<file path="src/design/jsvs_pkg.sv">
// Shared types and constants for the joystick shaping and vector slew block.
// Item structs, configuration register set and register index codes.
// No dependencies.
package jsvs_pkg;

  localparam int AXIS_WIDTH  = 16;
  localparam int CMD_WIDTH   = 16;
  localparam int REG_WIDTH   = 15;
  localparam int IDX_WIDTH   = 4;
  localparam int QUEUE_DEPTH = 2;

  typedef struct packed {
    logic signed [AXIS_WIDTH-1:0] move_axis;
    logic signed [AXIS_WIDTH-1:0] rotate_axis;
  } in_item_t;

  typedef struct packed {
    logic signed [CMD_WIDTH-1:0] drive_cmd;
    logic signed [CMD_WIDTH-1:0] turn_cmd;
    logic                        was_limited;
  } out_item_t;

  typedef struct packed {
    logic signed [CMD_WIDTH-1:0] drive_tgt;
    logic signed [CMD_WIDTH-1:0] turn_tgt;
  } tgt_item_t;

  typedef struct packed {
    logic [REG_WIDTH-1:0] dead_zone;
    logic [REG_WIDTH-1:0] friction_offset;
    logic [REG_WIDTH-1:0] speed_gain;
    logic [REG_WIDTH-1:0] max_step;
  } cfg_t;

  typedef struct packed {
    logic      valid;
    tgt_item_t data;
  } push_t;

  typedef struct packed {
    logic      empty;
    tgt_item_t data;
  } head_t;

  typedef enum logic [IDX_WIDTH-1:0] {
    REG_DEAD_ZONE       = 4'd0,
    REG_FRICTION_OFFSET = 4'd1,
    REG_SPEED_GAIN      = 4'd2,
    REG_MAX_STEP        = 4'd3
  } reg_idx_t;

endpackage

</file>
<file path="src/design/jsvs_front.sv">
// Front end: takes an axis pair, applies dead zone friction, negation and gain.
// One shared multiplier, axes in turn; pushes the target pair into the queue.
// Depends on jsvs_pkg.
module jsvs_front
  import jsvs_pkg::*;
#(
  parameter int FRAC_BITS = 14
) (
  input  logic     clk,
  input  logic     rst_n,
  input  logic     in_valid,
  output logic     in_stall,
  input  in_item_t in_data,
  input  cfg_t     cfg,
  output push_t    push,
  input  logic     q_full
);

  localparam int SHW   = AXIS_WIDTH + 2;
  localparam int MAGW  = SHW - 1;
  localparam int PRODW = MAGW + REG_WIDTH;
  localparam int CLW   = PRODW + 2;
  localparam logic [CLW-1:0] CMAX = (CLW'(1) << (CMD_WIDTH - 1)) - CLW'(1);
  localparam logic [PRODW:0] RND  = (PRODW + 1)'(1) << (FRAC_BITS - 1);

  typedef enum logic [1:0] {F_IDLE, F_MUL, F_RND, F_PUSH} fstate_t;

  fstate_t                     state_r;
  logic                        sel_r;
  in_item_t                    axes_r;
  logic [PRODW-1:0]            prod_r;
  logic                        neg_r;
  logic signed [CMD_WIDTH-1:0] drive_r;
  logic signed [CMD_WIDTH-1:0] turn_r;

  logic signed [SHW-1:0] ax;
  logic signed [SHW-1:0] dz_s;
  logic signed [SHW-1:0] fo_s;
  logic signed [SHW-1:0] shaped;
  logic [MAGW-1:0]       mag;
  logic                  neg_nxt;
  logic [PRODW:0]        rnd_sum;
  logic [PRODW:0]        mag_q;
  logic [PRODW:0]        neg_q;
  logic [CMD_WIDTH-1:0]  tgt_nxt;

  always_comb begin
    ax   = sel_r ? SHW'(axes_r.rotate_axis) : SHW'(axes_r.move_axis);
    dz_s = $signed({3'b000, cfg.dead_zone});
    fo_s = $signed({3'b000, cfg.friction_offset});
    if (ax > dz_s) begin
      shaped = ax + fo_s;
    end else if (ax < -dz_s) begin
      shaped = ax - fo_s;
    end else begin
      shaped = ax;
    end
    // after negation the sign flips
    neg_nxt = shaped > 0;
    mag     = shaped[SHW-1] ? MAGW'(-shaped) : MAGW'(shaped);
  end

  always_comb begin
    rnd_sum = {1'b0, prod_r} + RND;
    mag_q   = rnd_sum >> FRAC_BITS;
    neg_q   = '0 - mag_q;
    if (!neg_r) begin
      tgt_nxt = ({1'b0, mag_q} > CMAX) ? CMAX[CMD_WIDTH-1:0] : mag_q[CMD_WIDTH-1:0];
    end else begin
      tgt_nxt = ({1'b0, mag_q} > CMAX + CLW'(1)) ? ~CMAX[CMD_WIDTH-1:0]
                                                 : neg_q[CMD_WIDTH-1:0];
    end
  end

  always_ff @(posedge clk) begin
    if (!rst_n) begin
      state_r <= F_IDLE;
      sel_r   <= 1'b0;
    end else begin
      unique case (state_r)
        F_IDLE: begin
          if (in_valid) begin
            axes_r  <= in_data;
            sel_r   <= 1'b0;
            state_r <= F_MUL;
          end
        end
        F_MUL: begin
          prod_r  <= PRODW'(mag) * PRODW'(cfg.speed_gain);
          neg_r   <= neg_nxt;
          state_r <= F_RND;
        end
        F_RND: begin
          if (!sel_r) begin
            drive_r <= $signed(tgt_nxt);
            sel_r   <= 1'b1;
            state_r <= F_MUL;
          end else begin
            turn_r  <= $signed(tgt_nxt);
            state_r <= F_PUSH;
          end
        end
        F_PUSH: begin
          if (!q_full) begin
            state_r <= F_IDLE;
          end
        end
        default: state_r <= F_IDLE;
      endcase
    end
  end

  assign in_stall            = state_r != F_IDLE;
  assign push.valid          = state_r == F_PUSH;
  assign push.data.drive_tgt = drive_r;
  assign push.data.turn_tgt  = turn_r;

endmodule

</file>
<file path="src/design/jsvs_queue.sv">
// Short queue of target pairs between the front end and the slew back end.
// Depends on jsvs_pkg.
module jsvs_queue
  import jsvs_pkg::*;
(
  input  logic  clk,
  input  logic  rst_n,
  input  push_t push,
  output logic  full,
  input  logic  pop,
  output head_t head
);

  localparam int PTRW = $clog2(QUEUE_DEPTH);
  localparam int CNTW = $clog2(QUEUE_DEPTH + 1);

  tgt_item_t       mem_r [QUEUE_DEPTH];
  logic [PTRW-1:0] wr_ptr_r;
  logic [PTRW-1:0] rd_ptr_r;
  logic [CNTW-1:0] cnt_r;
  logic            do_push;
  logic            do_pop;

  assign full       = cnt_r == CNTW'(QUEUE_DEPTH);
  assign head.empty = cnt_r == '0;
  assign head.data  = mem_r[rd_ptr_r];
  assign do_push    = push.valid && !full;
  assign do_pop     = pop && !head.empty;

  always_ff @(posedge clk) begin
    if (do_push) begin
      mem_r[wr_ptr_r] <= push.data;
    end
  end

  always_ff @(posedge clk) begin
    if (!rst_n) begin
      wr_ptr_r <= '0;
      rd_ptr_r <= '0;
      cnt_r    <= '0;
    end else begin
      if (do_push) begin
        wr_ptr_r <= wr_ptr_r + PTRW'(1);
      end
      if (do_pop) begin
        rd_ptr_r <= rd_ptr_r + PTRW'(1);
      end
      case ({do_push, do_pop})
        2'b10:   cnt_r <= cnt_r + CNTW'(1);
        2'b01:   cnt_r <= cnt_r - CNTW'(1);
        default: cnt_r <= cnt_r;
      endcase
    end
  end

endmodule

</file>
<file path="src/design/jsvs_back.sv">
// Back end: step vector, length test, iterative square root and divide,
// scaled command update and the registered result.
// Depends on jsvs_pkg.
module jsvs_back
  import jsvs_pkg::*;
(
  input  logic                 clk,
  input  logic                 rst_n,
  input  head_t                head,
  output logic                 pop,
  input  logic [REG_WIDTH-1:0] max_step,
  output logic                 out_valid,
  input  logic                 out_stall,
  output out_item_t            out_data
);

  localparam int CW    = CMD_WIDTH;
  localparam int RW    = (CW < 30) ? CW : 30;
  localparam int MA    = (RW > REG_WIDTH) ? RW : REG_WIDTH;
  localparam int PW    = 2 * MA;
  localparam int SW    = 2 * RW + 1;
  localparam int CPW   = (SW > 2 * REG_WIDTH) ? SW : 2 * REG_WIDTH;
  localparam int N     = (SW + 1) / 2;
  localparam int RTW   = 2 * N;
  localparam int LW    = N;
  localparam int NUMW  = RW + REG_WIDTH;
  localparam int CNTW  = $clog2(NUMW);
  localparam logic signed [CW+1:0] CMAX_S = (CW + 2)'((64'd1 << (CW - 1)) - 64'd1);
  localparam logic signed [CW+1:0] CMIN_S = -CMAX_S - (CW + 2)'(1);

  typedef enum logic [3:0] {
    B_IDLE, B_SHIFT, B_SQX, B_SQY, B_SQM, B_CMP, B_SQRT, B_MULS, B_DIV, B_ADD, B_OUT
  } bstate_t;

  bstate_t                  state_r;
  logic signed [CW-1:0]     prev_x_r;
  logic signed [CW-1:0]     prev_y_r;
  logic signed [CW-1:0]     tx_r;
  logic signed [CW-1:0]     ty_r;
  logic signed [CW-1:0]     cmd_x_r;
  logic [CW-1:0]            mx_r;
  logic [CW-1:0]            my_r;
  logic                     nx_r;
  logic                     ny_r;
  logic                     sel_r;
  logic [2*RW-1:0]          sqx_r;
  logic [2*RW-1:0]          sqy_r;
  logic [2*REG_WIDTH-1:0]   mm_r;
  logic [RTW-1:0]           rv_r;
  logic [RTW-1:0]           res_r;
  logic [RTW-1:0]           bit_r;
  logic [NUMW-1:0]          num_r;
  logic [LW-1:0]            rem_r;
  logic [CNTW-1:0]          cnt_r;
  logic                     out_valid_r;
  out_item_t                out_r;

  logic signed [CW:0]       dx;
  logic signed [CW:0]       dy;
  logic [CW:0]              ax;
  logic [CW:0]              ay;
  logic                     huge;
  logic [MA-1:0]            mul_a;
  logic [MA-1:0]            mul_b;
  logic [PW-1:0]            mul_p;
  logic [SW-1:0]            sum;
  logic                     limited;
  logic [RTW:0]             trial_r;
  logic [LW-1:0]            len;
  logic [LW:0]              trial_d;
  logic                     ge;
  logic [LW:0]              diff_d;
  logic signed [CW+1:0]     base;
  logic signed [CW+1:0]     stepv;
  logic signed [CW+1:0]     acc;
  logic signed [CW-1:0]     cmd_nxt;

  always_comb begin
    dx = {head.data.drive_tgt[CW-1], head.data.drive_tgt} - {prev_x_r[CW-1], prev_x_r};
    dy = {head.data.turn_tgt[CW-1], head.data.turn_tgt} - {prev_y_r[CW-1], prev_y_r};
    ax = dx[CW] ? (CW + 1)'(-dx) : (CW + 1)'(dx);
    ay = dy[CW] ? (CW + 1)'(-dy) : (CW + 1)'(dy);
    huge = ((mx_r >> 30) != '0) || ((my_r >> 30) != '0);
  end

  always_comb begin
    unique case (state_r)
      B_SQX:   begin mul_a = MA'(mx_r[RW-1:0]); mul_b = MA'(mx_r[RW-1:0]); end
      B_SQY:   begin mul_a = MA'(my_r[RW-1:0]); mul_b = MA'(my_r[RW-1:0]); end
      B_SQM:   begin mul_a = MA'(max_step);     mul_b = MA'(max_step);     end
      B_MULS:  begin
        mul_a = sel_r ? MA'(my_r[RW-1:0]) : MA'(mx_r[RW-1:0]);
        mul_b = MA'(max_step);
      end
      default: begin mul_a = '0; mul_b = '0; end
    endcase
    mul_p = mul_a * mul_b;
  end

  always_comb begin
    sum     = SW'(sqx_r) + SW'(sqy_r);
    limited = CPW'(sum) > CPW'(mm_r);
    trial_r = {1'b0, res_r} + {1'b0, bit_r};
    len     = res_r[LW-1:0];
    trial_d = {rem_r, num_r[NUMW-1]};
    ge      = trial_d >= {1'b0, len};
    diff_d  = trial_d - {1'b0, len};
  end

  always_comb begin
    base  = sel_r ? (CW + 2)'(prev_y_r) : (CW + 2)'(prev_x_r);
    stepv = $signed((CW + 2)'(num_r[RW-1:0]));
    acc   = (sel_r ? ny_r : nx_r) ? base - stepv : base + stepv;
    if (acc > CMAX_S) begin
      cmd_nxt = CMAX_S[CW-1:0];
    end else if (acc < CMIN_S) begin
      cmd_nxt = CMIN_S[CW-1:0];
    end else begin
      cmd_nxt = acc[CW-1:0];
    end
  end

  always_ff @(posedge clk) begin
    if (!rst_n) begin
      state_r     <= B_IDLE;
      prev_x_r    <= '0;
      prev_y_r    <= '0;
      out_valid_r <= 1'b0;
    end else begin
      unique case (state_r)
        B_IDLE: begin
          if (!head.empty) begin
            tx_r    <= head.data.drive_tgt;
            ty_r    <= head.data.turn_tgt;
            nx_r    <= dx[CW];
            ny_r    <= dy[CW];
            mx_r    <= ax[CW-1:0];
            my_r    <= ay[CW-1:0];
            state_r <= B_SHIFT;
          end
        end
        B_SHIFT: begin
          if (huge) begin
            mx_r <= mx_r >> 1;
            my_r <= my_r >> 1;
          end else begin
            state_r <= B_SQX;
          end
        end
        B_SQX: begin
          sqx_r   <= mul_p[2*RW-1:0];
          state_r <= B_SQY;
        end
        B_SQY: begin
          sqy_r   <= mul_p[2*RW-1:0];
          state_r <= B_SQM;
        end
        B_SQM: begin
          mm_r    <= mul_p[2*REG_WIDTH-1:0];
          state_r <= B_CMP;
        end
        B_CMP: begin
          if (limited) begin
            rv_r    <= RTW'(sum);
            res_r   <= '0;
            bit_r   <= RTW'(1) << (RTW - 2);
            state_r <= B_SQRT;
          end else begin
            out_r.drive_cmd   <= tx_r;
            out_r.turn_cmd    <= ty_r;
            out_r.was_limited <= 1'b0;
            prev_x_r          <= tx_r;
            prev_y_r          <= ty_r;
            out_valid_r       <= 1'b1;
            state_r           <= B_OUT;
          end
        end
        B_SQRT: begin
          if ({1'b0, rv_r} >= trial_r) begin
            rv_r  <= rv_r - trial_r[RTW-1:0];
            res_r <= (res_r >> 1) + bit_r;
          end else begin
            res_r <= res_r >> 1;
          end
          bit_r <= bit_r >> 2;
          if (bit_r[0]) begin
            sel_r   <= 1'b0;
            state_r <= B_MULS;
          end
        end
        B_MULS: begin
          num_r   <= mul_p[NUMW-1:0];
          rem_r   <= '0;
          cnt_r   <= CNTW'(NUMW - 1);
          state_r <= B_DIV;
        end
        B_DIV: begin
          rem_r <= ge ? diff_d[LW-1:0] : trial_d[LW-1:0];
          num_r <= {num_r[NUMW-2:0], ge};
          cnt_r <= cnt_r - CNTW'(1);
          if (cnt_r == '0) begin
            state_r <= B_ADD;
          end
        end
        B_ADD: begin
          if (!sel_r) begin
            cmd_x_r <= cmd_nxt;
            sel_r   <= 1'b1;
            state_r <= B_MULS;
          end else begin
            out_r.drive_cmd   <= cmd_x_r;
            out_r.turn_cmd    <= cmd_nxt;
            out_r.was_limited <= 1'b1;
            prev_x_r          <= cmd_x_r;
            prev_y_r          <= cmd_nxt;
            out_valid_r       <= 1'b1;
            state_r           <= B_OUT;
          end
        end
        B_OUT: begin
          if (!out_stall) begin
            out_valid_r <= 1'b0;
            state_r     <= B_IDLE;
          end
        end
        default: state_r <= B_IDLE;
      endcase
    end
  end

  assign pop       = (state_r == B_IDLE) && !head.empty;
  assign out_valid = out_valid_r;
  assign out_data  = out_r;

endmodule

</file>
<file path="src/design/joystick_shaping_vector_slew.sv">
// Top level of the joystick shaping and vector slew limiter.
// Holds the configuration registers; instantiates jsvs_front, jsvs_queue, jsvs_back.
// Depends on jsvs_pkg.
//
//   port group | direction | handshake        | payload
//   in_        | in        | in_valid/in_stall | in_item_t  (move_axis, rotate_axis)
//   out_       | out       | out_valid/out_stall | out_item_t (drive_cmd, turn_cmd, was_limited)
//   cfg_       | in        | cfg_valid/cfg_ready | cfg_index, cfg_data
//
// Front end: accepts an axis pair only when idle, makes two multiply/round passes
// on one multiplier, then pushes. Back end: when the step is within max_step the
// targets pass straight through; otherwise the step is scaled with an iterative square
// root and a bit-serial divider, one divide per axis. A two-entry queue lets the
// front take new transfers while a result waits on out_stall. Reset is
// synchronous and clears the queue, the previous commands and the registers to defaults.
module joystick_shaping_vector_slew
  import jsvs_pkg::*;
#(
  parameter int FRAC_BITS = 14
) (
  input  logic                 clk,
  input  logic                 rst_n,
  input  logic                 in_valid,
  output logic                 in_stall,
  input  in_item_t             in_data,
  output logic                 out_valid,
  input  logic                 out_stall,
  output out_item_t            out_data,
  input  logic                 cfg_valid,
  output logic                 cfg_ready,
  input  logic [IDX_WIDTH-1:0] cfg_index,
  input  logic [REG_WIDTH-1:0] cfg_data
);

  localparam logic [63:0] ONE_Q   = 64'd1 << FRAC_BITS;
  localparam logic [63:0] DZ_RST  = (ONE_Q + 64'd5) / 64'd10;
  localparam logic [63:0] FO_RST  = (64'd2 * ONE_Q + 64'd5) / 64'd10;
  localparam logic [63:0] MS_RST  = (ONE_Q + 64'd20) / 64'd40;

  cfg_t  cfg_r;
  push_t push;
  head_t head;
  logic  q_full;
  logic  pop;

  assign cfg_ready = 1'b1;

  always_ff @(posedge clk) begin
    if (!rst_n) begin
      cfg_r.dead_zone       <= DZ_RST[REG_WIDTH-1:0];
      cfg_r.friction_offset <= FO_RST[REG_WIDTH-1:0];
      cfg_r.speed_gain      <= ONE_Q[REG_WIDTH-1:0];
      cfg_r.max_step        <= MS_RST[REG_WIDTH-1:0];
    end else if (cfg_valid && cfg_ready) begin
      unique case (cfg_index)
        REG_DEAD_ZONE:       cfg_r.dead_zone       <= cfg_data;
        REG_FRICTION_OFFSET: cfg_r.friction_offset <= cfg_data;
        REG_SPEED_GAIN:      cfg_r.speed_gain      <= cfg_data;
        REG_MAX_STEP:        cfg_r.max_step        <= cfg_data;
        default:             cfg_r                 <= cfg_r;
      endcase
    end
  end

  jsvs_front #(
    .FRAC_BITS(FRAC_BITS)
  ) u_front (
    .clk      (clk),
    .rst_n    (rst_n),
    .in_valid (in_valid),
    .in_stall (in_stall),
    .in_data  (in_data),
    .cfg      (cfg_r),
    .push     (push),
    .q_full   (q_full)
  );

  jsvs_queue u_queue (
    .clk   (clk),
    .rst_n (rst_n),
    .push  (push),
    .full  (q_full),
    .pop   (pop),
    .head  (head)
  );

  jsvs_back u_back (
    .clk       (clk),
    .rst_n     (rst_n),
    .head      (head),
    .pop       (pop),
    .max_step  (cfg_r.max_step),
    .out_valid (out_valid),
    .out_stall (out_stall),
    .out_data  (out_data)
  );

endmodule

</file>
<file path="config.mk">
export PLATFORM = sky130hd
export DESIGN_NAME = joystick_shaping_vector_slew
export DESIGN_NICKNAME = d
export VERILOG_FILES = /design/src/design/jsvs_pkg.sv /design/src/design/jsvs_front.sv /design/src/design/jsvs_queue.sv /design/src/design/jsvs_back.sv /design/src/design/joystick_shaping_vector_slew.sv
export SDC_FILE = /design/constraint.sdc
export NUM_CORES = 2
export LEC_CHECK = 0
export BUFFER_PORTS_ARGS = -buffer_cell sky130_fd_sc_hd__buf_2
export CORE_UTILIZATION = 65
export CTS_CLUSTER_DIAMETER = 150
export DETAILED_ROUTE_END_ITERATION = 16
export PLACE_DENSITY = 0.88
export SYNTH_ARGS = -nofsm -noshare
export SYNTH_HDL_FRONTEND = slang
export SYNTH_SLANG_ARGS = --single-unit
</file>
<file path="constraint.sdc">
create_clock -name clk -period 12.2 [get_ports clk]
set_input_delay 0 -clock clk [delete_from_list [all_inputs] [get_ports clk]]
set_output_delay 0 -clock clk [all_outputs]
set_load 0.01 [all_outputs]
</file>
Word-level counts from Yosys, hierarchy flattened

Memories as Yosys holds them, arrays and structs flattened. A register that Yosys moved wholly into a read port is not among the register bits.
Index checks and enable logic that the tools add are counted.
W data, S select, Z words.

Bitwise logic cells: 3
Magnitude comparators: 10
Equality and inequality tests: 29
Reductions and logical operators: 42
Mux-type cells: 62
Multipliers: 2
$add $sub $neg: 22

Operator list:

| cell                     | number |
|---|---|
| $pmux W34 S2             | 3 |
| $mux W16                 | 12 |
| $mux W34                 | 5 |
| $mux W18                 | 5 |
| $mux W33                 | 2 |
| $pmux W33 S2             | 1 |
| $pmux W16 S2             | 2 |
| $pmux W16 S4             | 1 |
| $pmux W31 S2             | 1 |
| $pmux W16 S3             | 1 |
| $pmux W4 S11             | 1 |
| $add A34 B34 Y35         | 1 |
| $ge A34 B35 Y1           | 1 |
| $add A33 B34 Y34         | 1 |
| $mux W17                 | 2 |
| $pmux W17 S2             | 1 |
| $sub A16 B16 Y17         | 2 |
| $sub A34 B34 Y34         | 1 |
| $add A32 B14 Y33 const B | 1 |
| $add A32 B32 Y33         | 1 |
| $gt A33 B30 Y1           | 1 |
| $mul A16 B16 Y32         | 1 |
| $mul A17 B15 Y32         | 1 |
| $neg A16 Y16             | 2 |
| other kinds (48)         | 120 |

Memories: 1
Input port bits: 56
Output and inout port bits: 36
Flip-flop bits (word level): 566
Memory bits (writable): 64
Logic and storage cells: 210

Memory list:

| name          | depth | bits a word | read ports | clocked after Yosys merged registers in | write ports | line             | source |
|---|---|---|---|---|---|---|---|
| u_queue.mem_r | 2     | 32          | 1          | 1                                       | 1           | jsvs_queue.sv:17 | `tgt_item_t mem_r [QUEUE_DEPTH];` |

Depth between registers and ports, before layout

Depth in word-level cells: 8
Mapped depth: 46
Gate-level depth less buffers: 45

Hierarchy

Synthesis repeated with hierarchy kept, for this count alone.

Cells, all modules: 5593
Area, all modules: 53836.6 um2

Modules (own cells, without submodules):

| module                       | sequential area each (um2) | cells an instance | times used | area each (um2) |
|---|---|---|---|---|
| jsvs_back                    | 11190.7                    | 3567              | 1          | 33741.1 |
| jsvs_front                   | 2582.5                     | 1666              | 1          | 15193.3 |
| jsvs_queue                   | 2021.9                     | 126               | 1          | 2537.4 |
| joystick_shaping_vector_slew | 1201.2                     | 234               | 1          | 2364.8 |

Worst setup path before layout

No wires, ideal clock.

Path kind: register to register
From: reg cfg_r[47] in the netlist's numbering
To: reg u_front.prod_r[29], data pin
Cell stages (with the launch flop): 42
Arrival: 10.117 ns
Path buffers: 2
Slack: 1.825 ns
Setup time: 0.258 ns
Path through: dfxtp_1 -> nor3_1 -> nand3_1 -> or3_1 -> or3_1 -> nor3_1 -> nand2_1 -> nor2_1 -> xnor2_1 -> ha_1 -> a41oi_1 -> o21ai_1 -> o41a_1 -> and2_4 -> nor3_4 -> buf_6 -> a221o_2 -> a2bb2oi_2 -> [... 6 more ...] -> fa_1 -> inv_1 -> fa_1 -> fa_1 -> fa_1 -> inv_1 -> fa_1 -> inv_1 -> ha_1 -> a21o_1 -> a31oi_1 -> inv_1 -> nor3_1 -> o21ai_0 -> a2111oi_2 -> o311ai_0 -> a21oi_1 -> xnor2_1

Longest elaborated chain between the ends: 7
Elaborated cells between the ends (all ways): 8
Classes of those cells: 2 x add/sub; 1 x mul; 2 x order compare; 3 x mux

Ends and longest elaborated chain:

| item                   | line                               | source |
|---|---|---|
| from (decl)            | joystick_shaping_vector_slew.sv:40 | `cfg_t cfg_r;` |
| from (signal assigned) | joystick_shaping_vector_slew.sv:60 | `default: cfg_r <= cfg_r;` |
| $neg A15 Y18           | jsvs_front.sv:53                   | `end else if (ax < -dz_s) begin` |
| $lt A18 B18 Y1         | jsvs_front.sv:53                   |  |
| $mux W18               | jsvs_front.sv:53                   |  |
| $mux W18 (*)           | jsvs_front.sv:51                   | `if (ax > dz_s) begin` |
| $neg A17 Y17           | jsvs_front.sv:60                   | `mag = shaped[SHW-1] ? MAGW'(-shaped) : MAGW'(shaped);` |
| $mux W17 (*)           | jsvs_front.sv:60                   |  |
| $mul A17 B15 Y32 (*)   | jsvs_front.sv:89                   | `prod_r <= PRODW'(mag) * PRODW'(cfg.speed_gain);` |
| to (signal assigned)   | jsvs_front.sv:89                   |  |
| to (decl)              | jsvs_front.sv:31                   | `logic [PRODW-1:0] prod_r;` |

Every way passes the cells marked *; elsewhere a longest branch is shown, timed or not.
A chain may end at the register's enable or synchronous reset.

Final worst setup path

Same ends and word-level chain as after synthesis.

==> flow_metrics.tcl <==
set metrics [dict create \
    vias 41455 \
    viasPerCell 6.26 \
    ys_seq_elements 601 \
    utilization 0.716 \
    fp-row-count 103 \
    p_int_mw 4.26 \
    r2r-start "cfg_r[47]$_SDFFE_PN1P_" \
    critPathKind "register to register" \
    grt_antenna_before_repair 0 \
    synth_area_um2 52600 \
    holdPathStages 2 \
    cp_max_fo 15 \
    hold_viol 0 \
    p_sw_mw 2.11 \
    hold_end "u_front.axes_r[14]$_DFFE_PP_" \
    r2r.worst_path.cells 40 \
    hold_start "in_data[14]" \
    grt_pass1_vias 42604 \
    powerDensity_nw_per_um2 112 \
    cts_tree "built" \
    core_area_um2 79500 \
    endpoint_kind "register" \
    slowest_delay_ps 590 \
    syn-mean-instance-area_um2 9.68 \
    hpwl_um 102000 \
    place_area_um2 54200 \
    cts_buffers 67 \
    diodes 0 \
    layout-drive-gt1-share 0.0843 \
    drtIter0Drc 4040 \
    clk-insertion-delay-late_ps 620 \
    maxSlewHeadroom 0.202 \
    maxSlewViolCount 0 \
    grt_max_degree 78 \
    finalInstanceArea_um2 57000 \
    dieArea_um2 82000 \
    worstMarginPinSlew_ps 1170 \
    place.gp.congestion 0.939 \
    reg2reg_slack_ps 690 \
    port_buffers 90 \
    hold_class "input pin to register" \
    routed_wl_um 138000 \
    min_period_over_period 0.944 \
    synth-edff-count 496 \
    max_freq_mhz 86.9 \
    yosys_warnings 0 \
    cts_root_buffer "clkbuf_16" \
    switching_share 0.331 \
    postSynthCellCount 5431 \
    cp_slowest_cell "or4_4" \
    rsz0062_at_grt "no" \
    grt_util_all_layers 0.338 \
    fill_cells 5390 \
    fin_ws_ps 686 \
    p_clk_frac 0.329 \
    yosys_most_used_dff "edfxtp_1" \
    start_util 0.661 \
    cp_common_cell "fa_1" \
    cp-start-kind "register" \
    status "completed" \
    cp.required_ps 12570 \
    grt_first_pass_wirelength_um 220000 \
    area_growth_pct 8.31 \
    final_nets 6440 \
    cap_violations 0 \
    die_h_um 286 \
    min_period_ps 11510 \
    first_pass_iters 8 \
    clock_skew_ps 26.0 \
    grt.overflow.total 0 \
    finalSetupViolCount 0 \
    comb_power_share 0.286 \
    io_pins 92 \
    clock_sinks 601 \
    async_flop_share 0 \
    drt.antenna.violating_nets 0 \
    p_leak_nw 24.6 \
    worst_ir_drop_vdd_mv 0.0937 \
    synth_cell_types 124 \
    drc_errors 0 \
    p_seq_frac 0.385 \
    die_width_um 286 \
    ys_seq_area_frac 0.323 \
    synth_fp_nets 6348 \
    clockBufferDepth 3 \
    arrival_ps 11890 \
    wl_per_cell_um 20.8 \
    htreeDepth 3 \
    reg2reg_to "u_front.prod_r[29]$_DFFE_PP_" \
    total_power_mw 6.38 \
    place_ws_ps 611 \
    fin_tns_setup_ps 0 \
    cts.reportedPaths.clkPinSlew_ps 70 \
]
[metrics by stage]
step | std cells | hold slack [ps]
final | 6625 | 94.3
after global routing | 6625 | 94.2
after CTS | 6625 | 67.1
after detailed placement | 6452 | 178
after global placement | 6452 | 178
after floorplan | 5431 | 98.9
[registers in the layout (all words and copies together), names as in the netlist, 30 cells and up, named ones only]
| name | count |
|---|---|
| u_back.out_data | 33 |
| u_back.sqy_r | 32 |
| u_front.axes_r | 32 |
| u_back.num_r | 31 |
| cfg_r | 60 |
| u_back.rv_r | 34 |
| u_back.sqx_r | 32 |
| u_queue.mem_r | 64 |
| u_back.res_r | 34 |
| u_back.mm_r | 30 |
[routing by layer]
layer | global-route usage | part of all wire | up-vias
met3 | 0.0603 | 0.085 | 505
met2 | 0.575 | 0.49 | 2032
met1 | 0.408 | 0.37 | 20105
li1 | - | - | 18813
met4 | 0.182 | 0.057 | 0
met5 | 0 | 0 | -
[kinds of logic after synthesis]
family                   synth area share
flip-flops                          0.323
adder cells (fa/ha/maj)             0.261
XOR/XNOR                           0.0489
multiplexers                       0.0243
buffers and inverters              0.0609
AO/OA/AOI/OAI                       0.132
other                           0.0000713
AND/OR/NAND/NOR                     0.149
[cell usage in the layout, fill, tap and decap left out, types with 69 or more instances in the layout]
| cell | netlist | layout |
|---|---|---|
| nand2_1 | 734 | 734 |
| inv_1 | 638 | 637 |
| edfxtp_1 | 496 | 496 |
| ha_1 | 467 | 467 |
| fa_1 | 394 | 394 |
| nor2_1 | 310 | 306 |
| a21oi_1 | 302 | 299 |
| o21ai_0 | 205 | 205 |
| xnor2_1 | 178 | 178 |
| and2_1 | 161 | 161 |
| dfxtp_1 | 105 | 105 |
| xor2_1 | 101 | 101 |
| a21o_1 | 101 | 101 |
| buf_2 | 8 | 90 |
| nor3_1 | 86 | 79 |
| nand3_1 | 77 | 77 |
| mux2_2 | 74 | 74 |
| clkbuf_16 | 0 | 69 |
[power by group through the flow]
| stage | Combinational [mW] | Clock, mW | Sequential, mW |
|---|---|---|---|
| after detailed placement | 1.75 | 0 | 2.49 |
| after CTS | 1.78 | 2.11 | 2.45 |
| final | 1.82 | 2.10 | 2.46 |
| after global routing | 1.97 | 2.19 | 2.46 |
| after global placement | 1.70 | 0 | 2.49 |
| after floorplan | 1.27 | 0 | 2.47 |
[how the worst max path moves through the flow]
stage | from | end | slack, ps | depth (start not counted)
2_1_floorplan | cfg_r[47]$_SDFFE_PN1P_ | u_front.prod_r[29]$_DFFE_PP_ | 1830 | 41
3_3_place_gp | cfg_r[47]$_SDFFE_PN1P_ | u_front.prod_r[29]$_DFFE_PP_ | 740 | 40
3_5_place_dp | cfg_r[47]$_SDFFE_PN1P_ | u_front.prod_r[29]$_DFFE_PP_ | 610 | 40
5_1_grt | cfg_r[47]$_SDFFE_PN1P_ | u_front.prod_r[29]$_DFFE_PP_ | 40 | 42
4_1_cts | cfg_r[47]$_SDFFE_PN1P_ | u_front.prod_r[29]$_DFFE_PP_ | 570 | 40
6_report | cfg_r[47]$_SDFFE_PN1P_ | u_front.prod_r[29]$_DFFE_PP_ | 690 | 40
[synth_stat cells (10+ instances only)]
cell / count / area share
xnor2_1: 178 / 0.030
and4_1: 10 / 0.0017
ha_1: 467 / 0.11
a31o_2: 16 / 0.0027
nand4_1: 39 / 0.0046
mux2i_1: 41 / 0.0078
nand3_1: 77 / 0.0073
dfxtp_1: 105 / 0.040
a21boi_0: 11 / 0.0016
a31oi_1: 45 / 0.0054
nand2_1: 734 / 0.052
o21ai_0: 205 / 0.020
a211oi_1: 58 / 0.0083
or2_2: 18 / 0.0021
nand2b_1: 46 / 0.0055
a21oi_1: 302 / 0.029
buf_1: 11 / 0.00079
nor2_1: 310 / 0.022
mux2_2: 74 / 0.016
o21bai_1: 49 / 0.0070
nor4_1: 12 / 0.0014
and3_1: 27 / 0.0032
nor3_1: 86 / 0.0082
a21o_1: 101 / 0.014
fa_1: 394 / 0.15
or3_1: 30 / 0.0036
nor2b_1: 64 / 0.0076
a22oi_1: 24 / 0.0034
o21ai_1: 14 / 0.0013
inv_1: 638 / 0.046
xor2_1: 101 / 0.017
o21a_1: 26 / 0.0037
nand2_2: 22 / 0.0026
and2_1: 161 / 0.019
clkbuf_1: 151 / 0.011
o211ai_1: 41 / 0.0059
edfxtp_1: 496 / 0.28
o31ai_1: 24 / 0.0034
[timing repair]
item | CTS | global route
resized for setup | 0 | 2
setup endpoints to repair | 0 | 4
hold buffers | 52 | 0
hold endpoints to repair | 96 | 0
buffers inserted | 0 | 0
[area by class of cell]
cell class / instances / area [µm²] / share of cell area
multi-input cells: 4002 / 32500 / 0.571
flip-flops and latches: 601 / 17000 / 0.298
inverters: 643 / 2410 / 0.0424
clock buffers: 86 / 1840 / 0.0323
repair buffers: 208 / 1470 / 0.0257
well taps: 1050 / 1310 / 0.0231
clock inverters: 35 / 422 / 0.00740
[critical path: cells and delay by family, from the launching register on]
kind / cells / cell delay [ps]
DFF: 1 / 350
and+or+nand+nor: 12 / 3220
buffers and inverters: 5 / 330
xor gates and xnor gates: 3 / 730
adders and majority gates: 8 / 3730
AOI/OAI and AO/OA: 12 / 2900
No activity file was read; power rests on OpenSTA's default activity.
